[src/rtl/dtrt_pkg.sv]
package dtrt_pkg;

  // field widths of the command and run items
  localparam int COL_W  = 5;
  localparam int ROW_W  = 5;
  localparam int TILE_W = 9;
  localparam int LEN_W  = 5;

  // default grid size
  localparam int DEF_TILES_WIDE = 18;
  localparam int DEF_TILES_HIGH = 20;

  // command codes
  localparam logic CMD_MARK = 1'b0;
  localparam logic CMD_SCAN = 1'b1;

  // one run found by the row scanner
  typedef struct packed {
    logic [COL_W-1:0] start;
    logic [LEN_W-1:0] length;
    logic             last;
  } run_t;

  // row store write side controls
  typedef struct packed {
    logic we;
    logic clr;
  } mem_ctl_t;

endpackage

[src/rtl/dtrt_cmd_if.sv]
interface dtrt_cmd_if;
  import dtrt_pkg::*;

  logic             valid;
  logic             ready;
  logic             command;
  logic [COL_W-1:0] first_col;
  logic [ROW_W-1:0] top_row;
  logic [COL_W-1:0] last_col;
  logic [ROW_W-1:0] bottom_row;
  logic [ROW_W-1:0] scan_row;

  modport source (
    output valid, command, first_col, top_row, last_col, bottom_row, scan_row,
    input  ready
  );

  modport sink (
    input  valid, command, first_col, top_row, last_col, bottom_row, scan_row,
    output ready
  );

endinterface

[src/rtl/dtrt_run_if.sv]
interface dtrt_run_if;
  import dtrt_pkg::*;

  logic              valid;
  logic              ready;
  logic [TILE_W-1:0] run_first_tile;
  logic [LEN_W-1:0]  run_length;
  logic              row_empty;
  logic              last_run;

  modport source (
    output valid, run_first_tile, run_length, row_empty, last_run,
    input  ready
  );

  modport sink (
    input  valid, run_first_tile, run_length, row_empty, last_run,
    output ready
  );

endinterface

[src/rtl/dirty_tile_run_tracker.sv]
// Dirty tile run tracker: one dirty bit per tile, one memory word per tile row.
// cmd channel takes items: a mark sets the bits of a clamped tile rectangle and
// gives no result; a scan reads one row, clears it and gives its dirty runs.
// run channel gives one item per run, left to right, with its linear tile index
// and length; the final item of a scan has last_run set. A clean row, or a row
// beyond the grid, gives one item with row_empty set.
// One command is worked on at a time; cmd.ready is high only between commands.
// A mark does the read-modify-write of one row a cycle through the row memory,
// with the write of a row overlapping the read of the next. An empty rectangle
// is taken without any access to the row memory. A scan reads its row through
// the registered row memory; the column-serial run scanner then steps one
// column per cycle up to the end of the last run (at most TILES_WIDE), holding
// while a finished run cannot be taken; a clean row skips the scanner.
// Results go through an output register, so a stalled run channel holds the
// scanner but never loses an item; the next command is taken while the final
// result still waits.
// Reset clears the row valid bits at once, so every tile reads clean, and
// empties the output register.
module dirty_tile_run_tracker #(
  parameter int TILES_WIDE = dtrt_pkg::DEF_TILES_WIDE,
  parameter int TILES_HIGH = dtrt_pkg::DEF_TILES_HIGH
) (
  input logic        clk,
  input logic        rst,
  dtrt_cmd_if.sink   cmd,
  dtrt_run_if.source run
);
  import dtrt_pkg::*;

  localparam int RA = (TILES_HIGH > 1) ? $clog2(TILES_HIGH) : 1;

  typedef enum logic [2:0] {
    S_IDLE,
    S_MARK,
    S_MARK_LAST,
    S_SCAN_RD,
    S_SCAN_LOAD,
    S_SCAN_RUN,
    S_EMPTY
  } state_t;

  state_t                state;
  logic [RA-1:0]         cur_row;
  logic [RA-1:0]         end_row;
  logic [RA-1:0]         pend_row;
  logic                  pend;
  logic [RA-1:0]         row_q;
  logic [TILE_W-1:0]     base_q;
  logic [TILES_WIDE-1:0] mark_mask;

  logic [COL_W-1:0]      c0;
  logic [COL_W-1:0]      c1;
  logic [RA-1:0]         r0;
  logic [RA-1:0]         r1;
  logic                  mark_empty;
  logic                  scan_oob;
  logic [TILE_W-1:0]     base_new;
  logic [TILES_WIDE-1:0] mask_new;

  mem_ctl_t              mem_ctl;
  logic [RA-1:0]         rd_addr;
  logic [RA-1:0]         wr_addr;
  logic [TILES_WIDE-1:0] wr_data;
  logic [TILES_WIDE-1:0] rd_data;

  logic                  scan_found;
  run_t                  scan_run;
  logic                  scan_start;

  logic                  out_valid;
  logic                  out_free;
  logic                  out_load;
  logic [TILE_W-1:0]     out_tile;
  logic [LEN_W-1:0]      out_len;
  logic                  out_empty;
  logic                  out_last;

  // clamp the rectangle corners to the grid
  always_comb begin
    c0 = (int'(cmd.first_col) > TILES_WIDE - 1) ? COL_W'(TILES_WIDE - 1) : cmd.first_col;
    c1 = (int'(cmd.last_col) > TILES_WIDE - 1) ? COL_W'(TILES_WIDE - 1) : cmd.last_col;
    r0 = (int'(cmd.top_row) > TILES_HIGH - 1) ? RA'(TILES_HIGH - 1) : RA'(cmd.top_row);
    r1 = (int'(cmd.bottom_row) > TILES_HIGH - 1) ? RA'(TILES_HIGH - 1) : RA'(cmd.bottom_row);
    mark_empty = (c0 > c1) || (r0 > r1);
    for (int i = 0; i < TILES_WIDE; i++) begin
      mask_new[i] = (COL_W'(i) >= c0) && (COL_W'(i) <= c1);
    end
    scan_oob = int'(cmd.scan_row) >= TILES_HIGH;
    base_new = TILE_W'(int'(cmd.scan_row) * TILES_WIDE);
  end

  // row memory access
  always_comb begin
    mem_ctl.we  = pend && ((state == S_MARK) || (state == S_MARK_LAST));
    mem_ctl.clr = (state == S_SCAN_LOAD);
    rd_addr     = (state == S_MARK) ? cur_row : row_q;
    wr_addr     = (state == S_SCAN_LOAD) ? row_q : pend_row;
    wr_data     = rd_data | mark_mask;
  end

  dtrt_row_store #(
    .TILES_WIDE (TILES_WIDE),
    .TILES_HIGH (TILES_HIGH),
    .RA         (RA)
  ) u_store (
    .clk     (clk),
    .rst     (rst),
    .ctl     (mem_ctl),
    .rd_addr (rd_addr),
    .wr_addr (wr_addr),
    .wr_data (wr_data),
    .rd_data (rd_data)
  );

  assign scan_start = (state == S_SCAN_LOAD) && (rd_data != '0);

  dtrt_run_scan #(
    .TILES_WIDE (TILES_WIDE)
  ) u_scan (
    .clk   (clk),
    .rst   (rst),
    .start (scan_start),
    .bits  (rd_data),
    .take  (out_free),
    .found (scan_found),
    .run   (scan_run)
  );

  // output register handshake
  assign out_free  = !out_valid || run.ready;
  assign out_load  = (state == S_EMPTY) || ((state == S_SCAN_RUN) && scan_found);
  assign cmd.ready = (state == S_IDLE);

  // sequencer and output register
  always_ff @(posedge clk) begin
    if (out_free && out_load) begin
      if (state == S_EMPTY) begin
        out_tile  <= base_q;
        out_len   <= '0;
        out_empty <= 1'b1;
        out_last  <= 1'b1;
      end else begin
        out_tile  <= TILE_W'(base_q + TILE_W'(scan_run.start));
        out_len   <= scan_run.length;
        out_empty <= 1'b0;
        out_last  <= scan_run.last;
      end
    end
    if ((state == S_IDLE) && cmd.valid) begin
      cur_row   <= r0;
      end_row   <= r1;
      mark_mask <= mask_new;
      row_q     <= RA'(cmd.scan_row);
      base_q    <= scan_oob ? '0 : base_new;
    end
    if (rst) begin
      state     <= S_IDLE;
      pend      <= 1'b0;
      out_valid <= 1'b0;
    end else begin
      if (out_free) begin
        out_valid <= out_load;
      end
      unique case (state)
        S_IDLE: begin
          if (cmd.valid) begin
            if (cmd.command == CMD_MARK) begin
              if (!mark_empty) begin
                state <= S_MARK;
              end
            end else if (scan_oob) begin
              state <= S_EMPTY;
            end else begin
              state <= S_SCAN_RD;
            end
          end
        end
        S_MARK: begin
          pend     <= 1'b1;
          pend_row <= cur_row;
          if (cur_row == end_row) begin
            state <= S_MARK_LAST;
          end else begin
            cur_row <= RA'(cur_row + RA'(1));
          end
        end
        S_MARK_LAST: begin
          pend  <= 1'b0;
          state <= S_IDLE;
        end
        S_SCAN_RD: begin
          state <= S_SCAN_LOAD;
        end
        S_SCAN_LOAD: begin
          state <= (rd_data == '0) ? S_EMPTY : S_SCAN_RUN;
        end
        S_SCAN_RUN: begin
          if (scan_found && scan_run.last && out_free) begin
            state <= S_IDLE;
          end
        end
        S_EMPTY: begin
          if (out_free) begin
            state <= S_IDLE;
          end
        end
        default: begin
          state <= S_IDLE;
        end
      endcase
    end
  end

  assign run.valid          = out_valid;
  assign run.run_first_tile = out_tile;
  assign run.run_length     = out_len;
  assign run.row_empty      = out_empty;
  assign run.last_run       = out_last;

endmodule

[src/rtl/dtrt_row_store.sv]
module dtrt_row_store #(
  parameter int TILES_WIDE = dtrt_pkg::DEF_TILES_WIDE,
  parameter int TILES_HIGH = dtrt_pkg::DEF_TILES_HIGH,
  parameter int RA         = (TILES_HIGH > 1) ? $clog2(TILES_HIGH) : 1
) (
  input  logic                  clk,
  input  logic                  rst,
  input  dtrt_pkg::mem_ctl_t    ctl,
  input  logic [RA-1:0]         rd_addr,
  input  logic [RA-1:0]         wr_addr,
  input  logic [TILES_WIDE-1:0] wr_data,
  output logic [TILES_WIDE-1:0] rd_data
);
  import dtrt_pkg::*;

  logic [TILES_WIDE-1:0] mem [TILES_HIGH];
  logic [TILES_HIGH-1:0] row_valid;
  logic [TILES_WIDE-1:0] rd_q;
  logic                  rd_valid_q;

  // row memory, registered read
  always_ff @(posedge clk) begin
    if (ctl.we) begin
      mem[wr_addr] <= wr_data;
    end
    rd_q       <= mem[rd_addr];
    rd_valid_q <= row_valid[rd_addr];
  end

  // per-row valid bits, a row that is not valid reads as clean
  always_ff @(posedge clk) begin
    if (rst) begin
      row_valid <= '0;
    end else if (ctl.we) begin
      row_valid[wr_addr] <= 1'b1;
    end else if (ctl.clr) begin
      row_valid[wr_addr] <= 1'b0;
    end
  end

  assign rd_data = rd_valid_q ? rd_q : '0;

endmodule

[src/rtl/dtrt_run_scan.sv]
module dtrt_run_scan #(
  parameter int TILES_WIDE = dtrt_pkg::DEF_TILES_WIDE
) (
  input  logic                  clk,
  input  logic                  rst,
  input  logic                  start,
  input  logic [TILES_WIDE-1:0] bits,
  input  logic                  take,
  output logic                  found,
  output dtrt_pkg::run_t        run
);
  import dtrt_pkg::*;

  logic [TILES_WIDE-1:0] sr;
  logic [TILES_WIDE-1:0] next_sr;
  logic [COL_W-1:0]      col;
  logic [COL_W-1:0]      run_start;
  logic [LEN_W-1:0]      run_len;
  logic                  in_run;
  logic                  active;

  // bit 0 of the shift register is the current column
  always_comb begin
    next_sr    = sr >> 1;
    found      = active && sr[0] && !next_sr[0];
    run.start  = in_run ? run_start : col;
    run.length = in_run ? LEN_W'(run_len + LEN_W'(1)) : LEN_W'(1);
    run.last   = (next_sr == '0);
  end

  // one column per cycle, hold while a finished run cannot be taken
  always_ff @(posedge clk) begin
    if (rst) begin
      active <= 1'b0;
      in_run <= 1'b0;
    end else if (start) begin
      active <= 1'b1;
      in_run <= 1'b0;
      sr     <= bits;
      col    <= '0;
    end else if (active && (!found || take)) begin
      sr  <= next_sr;
      col <= COL_W'(col + COL_W'(1));
      if (found) begin
        in_run <= 1'b0;
        if (run.last) begin
          active <= 1'b0;
        end
      end else if (sr[0]) begin
        if (!in_run) begin
          in_run    <= 1'b1;
          run_start <= col;
          run_len   <= LEN_W'(1);
        end else begin
          run_len <= LEN_W'(run_len + LEN_W'(1));
        end
      end
    end
  end

endmodule

[src/flat_wrapper.sv]
// flat-port wrapper written by rule: the top's interface ports become plain ports
module dirty_tile_run_tracker_flat import dtrt_pkg::*;
#(
  parameter int TILES_WIDE = dtrt_pkg::DEF_TILES_WIDE,
  parameter int TILES_HIGH = dtrt_pkg::DEF_TILES_HIGH
)
  (clk, rst, cmd_valid, cmd_command, cmd_first_col, cmd_top_row, cmd_last_col, cmd_bottom_row, cmd_scan_row, cmd_ready, run_valid, run_run_first_tile, run_run_length, run_row_empty, run_last_run, run_ready);
  dtrt_cmd_if cmd_i ();
  dtrt_run_if run_i ();
  input logic clk;
  input logic rst;
  input wire logic [$bits(cmd_i.valid)-1:0] cmd_valid;
  input wire logic [$bits(cmd_i.command)-1:0] cmd_command;
  input wire logic [$bits(cmd_i.first_col)-1:0] cmd_first_col;
  input wire logic [$bits(cmd_i.top_row)-1:0] cmd_top_row;
  input wire logic [$bits(cmd_i.last_col)-1:0] cmd_last_col;
  input wire logic [$bits(cmd_i.bottom_row)-1:0] cmd_bottom_row;
  input wire logic [$bits(cmd_i.scan_row)-1:0] cmd_scan_row;
  output wire logic [$bits(cmd_i.ready)-1:0] cmd_ready;
  output wire logic [$bits(run_i.valid)-1:0] run_valid;
  output wire logic [$bits(run_i.run_first_tile)-1:0] run_run_first_tile;
  output wire logic [$bits(run_i.run_length)-1:0] run_run_length;
  output wire logic [$bits(run_i.row_empty)-1:0] run_row_empty;
  output wire logic [$bits(run_i.last_run)-1:0] run_last_run;
  input wire logic [$bits(run_i.ready)-1:0] run_ready;
  assign cmd_i.valid = cmd_valid;
  assign cmd_i.command = cmd_command;
  assign cmd_i.first_col = cmd_first_col;
  assign cmd_i.top_row = cmd_top_row;
  assign cmd_i.last_col = cmd_last_col;
  assign cmd_i.bottom_row = cmd_bottom_row;
  assign cmd_i.scan_row = cmd_scan_row;
  assign cmd_ready = cmd_i.ready;
  assign run_valid = run_i.valid;
  assign run_run_first_tile = run_i.run_first_tile;
  assign run_run_length = run_i.run_length;
  assign run_row_empty = run_i.row_empty;
  assign run_last_run = run_i.last_run;
  assign run_i.ready = run_ready;
  dirty_tile_run_tracker #(.TILES_WIDE(TILES_WIDE), .TILES_HIGH(TILES_HIGH)) u_core (.clk(clk), .rst(rst), .cmd(cmd_i), .run(run_i));
endmodule
[config.mk]
export PLATFORM = sky130hd
export DESIGN_NAME = dirty_tile_run_tracker_flat
export DESIGN_NICKNAME = d
export VERILOG_FILES = /design/src/rtl/dtrt_pkg.sv /design/src/rtl/dtrt_cmd_if.sv /design/src/rtl/dtrt_run_if.sv /design/src/rtl/dirty_tile_run_tracker.sv /design/src/rtl/dtrt_row_store.sv /design/src/rtl/dtrt_run_scan.sv /design/src/flat_wrapper.sv
export SDC_FILE = /design/constraint.sdc
export NUM_CORES = 1
export LEC_CHECK = 0
export ABC_AREA = 0
export BUFFER_PORTS_ARGS = -buffer_cell sky130_fd_sc_hd__buf_2
export CORE_UTILIZATION = 67
export DETAILED_ROUTE_END_ITERATION = 10
export PLACE_DENSITY = 0.91
export SKIP_CTS_REPAIR_TIMING = 1
export SYNTH_ARGS = -nofsm -noshare
export SYNTH_HDL_FRONTEND = slang
export SYNTH_SLANG_ARGS = --single-unit
export TNS_END_PERCENT = 1
[constraint.sdc]
create_clock -name clk -period 5.35 [get_ports clk]
set_input_delay 0.535 -clock clk [delete_from_list [all_inputs] [get_ports clk]]
set_output_delay 0.535 -clock clk [all_outputs]
set_load 0.1 [all_outputs]
* Yosys cells after proc, flatten, opt, wreduce, memory -nomap -nowiden *
Memory sizes are Yosys's and may differ from the RTL's. A register that Yosys moved wholly into a read port is not among the register bits.
Cells that the tools add are included.

storage, ports and cells
  register bits = 124
  bits in writable memories = 360
  input bits = 30
  output and inout bits = 18
  word-level logic and storage cells = 189
  memories kept = 1

memories
  memory              words  width  rd ports  clocked after Yosys merged registers in  write ports  line                  RTL
  u_core.u_store.mem  20     18     1         1                                        1            dtrt_row_store.sv:16  logic [TILES_WIDE-1:0] mem [TILES_HIGH];

operators by class
  add/sub/neg operators = 4
  $mul = 1
  order comparisons = 46
  equality and inequality tests = 12
  multiplexer cells = 42
  bitwise operators = 7
  reduce and logical (&&, ||, !) cells = 54

operator list
  kind                                                         number
  2-to-1 mux 5 bit                                             13
  2-to-1 mux 18 bit                                            3
  >= comparator 4 x 5 -> 1 bit (first input constant)          8
  <= comparator 4 x 5 -> 1 bit (first input constant)          8
  2-to-1 mux 20 bit                                            2
  logical NOT 18 bit                                           2
  logical AND 1 bit                                            29
  2-to-1 mux 3 bit                                             7
  bitwise AND 20 bit                                           1
  >= comparator 3 x 5 -> 1 bit (first input constant)          4
  > comparator 5 bit (second input constant)                   4
  <= comparator 3 x 5 -> 1 bit (first input constant)          4
  NOT 20 bit                                                   1
  bitwise OR 20 bit                                            1
  bitwise OR 18 bit                                            1
  one-hot mux 3 bit (6 select lines)                           1
  nonzero test 18 bit                                          1
  adder 5 x 1 -> 5 bit (second input constant)                 3
  less-than comparator 5 x 6 -> 1 bit (second input constant)  2
  nonzero test 2 bit                                           6
  2-to-1 mux 1 bit                                             11
  >= comparator 1 x 5 -> 1 bit (first input constant)          2
  >= comparator 2 x 5 -> 1 bit (first input constant)          2
  >= comparator 5 bit (first input constant)                   2
  28 further kinds                                             48

* Depth between registers and ports, before layout *
  depth after elaboration = 10
  depth in mapped cells = 10
  gate-level depth less buffers = 9

* Modules after synthesis *
A second synthesis with hierarchy kept.

second synthesis, totals
  cells, all modules = 1275
  area, all modules = 20756.2 um2

modules (own cells, without submodules)
  module                  times used  cells each  area an instance (um2)  seq. area each (um2)
  dtrt_row_store          1           813         15275.9                 11591.1
  dirty_tile_run_tracker  1           356         3873.7                  1911.8
  dtrt_run_scan           1           106         1606.5                  1031.0

* Worst setup path after synthesis *
No wires, ideal clock.

  path kind = reg2reg
  start = reg u_core.state[0]
  end = reg u_core.cur_row[2]
  library setup time = 0.059 ns
  arrival = 4.513 ns
  data required time = 5.291 ns
  setup slack = 0.779 ns
  cell stages (with the launch flop) = 7
  buffers on the path = 1
  period minus slack after synthesis = 4.571 ns
  path through = dfxtp_1 > clkbuf_1 > nor3_1 > nand2_1 > inv_1 > mux2_2 > o221a_2

on the way
  word-level cells in the longest chain between the ends = 6
  elaborated cells between the ends (all ways) = 7
  classes of those cells = eq/ne: 1; mux: 4; reduce/logical: 2

ends and longest elaborated chain
  item                    line                           RTL
  from (decl)             dirty_tile_run_tracker.sv:42   state_t state;
  from (signal assigned)  dirty_tile_run_tracker.sv:195  state <= (rd_data == '0) ? S_EMPTY : S_SCAN_RUN;
  logical NOT 3 bit (*)   --
  named net cmd_ready     flat_wrapper.sv:19             output wire logic [$bits(cmd_i.ready)-1:0] cmd_ready;
  logical AND 1 bit (*)   dirty_tile_run_tracker.sv:149  if ((state == S_IDLE) && cmd.valid) begin
  2-to-1 mux 5 bit (*)    dirty_tile_run_tracker.sv:149
  2-to-1 mux 5 bit        dirty_tile_run_tracker.sv:181  if (cur_row == end_row) begin
  2-to-1 mux 5 bit        dirty_tile_run_tracker.sv:164  unique case (state)
  2-to-1 mux 5 bit (*)    dirty_tile_run_tracker.sv:156  if (rst) begin
  to (signal assigned)    dirty_tile_run_tracker.sv:150  cur_row <= r0;
  to (signal assigned)    dirty_tile_run_tracker.sv:184  cur_row <= RA'(cur_row + RA'(1));
  to (decl)               dirty_tile_run_tracker.sv:43   logic [RA-1:0] cur_row;

Mark *: on every way through the listed nets, which the timed path passes. The rest lies on a longest branch.
A chain may end at the register's enable or synchronous reset.

* Final worst setup path *
  start = reg u_core.u_store.rd_valid_q
  end = reg u_core.u_scan.sr[10], enable pin

on the way
  word-level cells in the longest chain between the ends = 5

ends and longest elaborated chain
  item                                  line                           RTL
  from (decl)                           dtrt_row_store.sv:19           logic rd_valid_q;
  from (signal assigned)                dtrt_row_store.sv:27           rd_valid_q <= row_valid[rd_addr];
  2-to-1 mux 18 bit                     dtrt_row_store.sv:41           assign rd_data = rd_valid_q ? rd_q : '0;
  nonzero test 18 bit                   dirty_tile_run_tracker.sv:115  assign scan_start = (state == S_SCAN_LOAD) && (rd_data != '0);
  logical AND 1 bit                     dirty_tile_run_tracker.sv:115
  nonzero test 2 bit (no source line)   --
  AND reduction 2 bit (no source line)  --
  to (signal assigned)                  dtrt_run_scan.sv:39            sr <= bits;
  to (signal assigned)                  dtrt_run_scan.sv:42            sr <= next_sr;
  to (decl)                             dtrt_run_scan.sv:14            logic [TILES_WIDE-1:0] sr;

No other way between the ends.

==> out/metrics.cfg <==
[timing]
finalHoldViolations=0
worstMarginPinSlew_ps=1250
rsz0062_at_grt=no
whs_ps=185
setup_ws_ps=1810
min_period_over_period=0.662
fmax_ghz=0.282
slew_headroom=0.170
finalSetupTns_ps=0
period_needed_ps=3540
slew_viol_final=0
skew_ps=25.3
setup_viol=0

[power]
switching_share=0.332
p_comb_frac=0.263
total_power_w=0.0114
ir_drop_uv=307
p_clk_frac=0.295
p_switching_w=0.00378
seqPwrFrac=0.442
leakagePower_nw=8.03
internal_power_w=0.00761
p_per_area_nw_per_um2=500

[grt]
grt_use_total=0.329
antenna_found_initial=1
grt.overflow.total=0
grt_max_degree=91
grt_pass1_vias=13585
grt_pass1_wl_um=76500

[layout]
antenna-diode-count=0
final_nets=1654
layout_common_cells=edfxtp_1, nand2_1, nand3_1
drive_above_1_share=0.107
fillers=1675
area_growth_syn_to_layout_pct=9.67
layout_commonest_cell=edfxtp_1

[placement]
post-place-ws_ps=1920
hpwl_um=30500
io_buffers=47
place_congestion=0.951

[cts]
cts_sinks=501
cts-root-buf=clkbuf_16
cts.path.max_buffers=3
cts_htree_levels=2
cts_buffers=48
clkLatencyLatePin_ps=570
path_clk_slew_ps=60
cts_tree=done

[worst_setup_path]
r2r-end=u_core.u_scan.sr[10]$_DFFE_PP_
worst_ep_required_time_ps=5520
critical_path.max_fanout=38
r2r_slack_ps=1810
rr_startpoint=u_core.u_store.rd_valid_q$_DFF_P_
start_kind=register
crit_path_end_kind=register
cp.arrival_ps=3710
reg2reg_depth=3
endpoint=u_core.u_scan.sr[10]$_DFFE_PP_
path_class=register to register
crit_start=u_core.u_store.rd_valid_q$_DFF_P_

[floorplanning]
die_y_um=178
dieArea_sq_um=31700
num_io_pins=48
initial_core_util=0.681
rows=64
core_sq_um=30500
die_w_um=178

[logic_synthesis]
ys_seq_area_frac=0.700
synth_top_family_by_area=simple AND/OR/NAND/NOR gates
synth_simple_gate_area_frac=0.130
ys_async_sr_fraction=0
synth_edf_count=450
synth-adder-area-share=0.0146
synth-xor-area-share=0.00801
synth-seq-cells=501
synthMuxAreaShare=0.0449
netlist_instances=1578
synth_top_flop_cell=edfxtp_1
synthesis.area_sq_um=20800
synth-compound-area-share=0.0744
synth.avg_cell_area_sq_um=13.2
synth_cell_type_count=62
synth_nets=1631
yosys_warnings=0

[drt]
wl_per_cell_um=25.2
vias=13862
avgViaCountPerCell=6.81
ant_nets=0
routed_wl_um=51400
drt_iter0_drc=2335
drc=0
dr.pass1.iters=6

[outcome]
status=complete, no violations

[flow_run]
drv_cap=0

[worst_hold_path]
hp-class=input port to register

==> worst min path at each step <==
stage / start / end / cells past startpoint
finish: cmd_bottom_row[4] / u_core.end_row[4]$_DFFE_PP_ / 1
global route: cmd_bottom_row[4] / u_core.end_row[4]$_DFFE_PP_ / 1
CTS: cmd_bottom_row[4] / u_core.end_row[4]$_DFFE_PP_ / 1
detailed placement: register / register / 2
global placement: register / register / 2
floorplan: register / register / 2
==> synthesized netlist by cell type (4+ instances only) <==
library cell	number	area, sq um
nor4_1	6	37.5
o211ai_1	4	30.0
dfxtp_1	51	1020
nand2b_1	27	169
buf_2	21	105
and3_1	9	56.3
or3_1	6	37.5
nand2_1	321	1200
clkbuf_1	54	203
a21oi_1	96	480
a221oi_1	4	35.0
nand3_1	140	701
a22oi_1	22	165
ha_1	21	263
buf_6	6	67.6
nor2_1	27	101
a32oi_1	33	289
nor3_1	13	65.1
xnor2_1	4	35.0
xor2_1	15	131
mux2i_1	28	280
mux2_2	8	90.1
inv_1	41	154
edfxtp_1	450	13500
o21a_1	7	52.6
nor2b_1	17	106
a211oi_1	7	52.6
and2_1	16	100
o21ai_0	55	275
nand4_1	4	25.0
mux4_2	22	495
==> final cells by class <==
cell class | count | area (sq um) | area share
multi-input cells | 948 | 5670 | 0.249
flip-flops and latches | 501 | 14500 | 0.638
well taps | 396 | 495 | 0.0218
repair buffers | 60 | 358 | 0.0157
inverters | 42 | 158 | 0.00692
clock buffers | 62 | 1270 | 0.0559
clock inverters | 27 | 279 | 0.0123
==> through the flow <==
step | cell area (sq um) | util | std cells
floorplan | 20800 | - | 1578
global placement | 21200 | 0.695 | 1947
detailed placement | 21200 | 0.695 | 1947
CTS | 22800 | 0.746 | 2036
global route | 22800 | 0.746 | 2036
finish | 22800 | 0.746 | 2036
==> power by group through the flow <==
stage / combinational [W] / sequential [W] / clock (W)
finish: 0.00300 / 0.00503 / 0.00336
global route: 0.00317 / 0.00504 / 0.00351
CTS: 0.00291 / 0.00501 / 0.00336
detailed placement: 0.00285 / 0.00509 / 0
global placement: 0.00270 / 0.00508 / 0
floorplan: 0.00207 / 0.00498 / 0
==> metal layers <==
layer  up-vias  share of wire  track usage
met5         -              0            0
met4         0          0.058        0.185
met3       264           0.12       0.0648
met2      1110           0.49        0.538
met1      6611           0.34        0.413
li1       5877              -            -
==> flip-flops by register name, indices dropped and copies added, names as in the netlist, named ones only <==
signal and flops:
u_core.end_row 5, u_core.cur_row 5, u_core.u_scan.sr 18, u_core.run.run_length 5
u_core.state 3, u_core.u_store.mem 360, u_core.run.last_run 1, u_core.base_q 8
u_core.mark_mask 18, u_core.u_scan.col 5, u_core.u_scan.in_run 1, u_core.row_q 5
u_core.pend_row 5, u_core.u_scan.active 1, u_core.run.row_empty 1, u_core.u_scan.run_start 5
u_core.run.run_first_tile 9, u_core.u_store.rd_valid_q 1, u_core.run.valid 1, u_core.u_scan.run_len 5
u_core.pend 1, u_core.u_store.rd_q 18
==> critical path, cell delays in order (launching register included) <==
cell	delay [ps]
dfxtp_1	690
o41a_1	530
nand2_1	700
a21oi_2	1230
==> cells by family after synthesis <==
kind of cell,after synthesis
xor gates and xnor gates,19
DFF,501
muxes,62
buffers and inverters,129
and+or+nand+nor,597
AOI/OAI and AO/OA,247
adders and majority gates,23
Note: power is estimated with default switching activity, not from simulation.
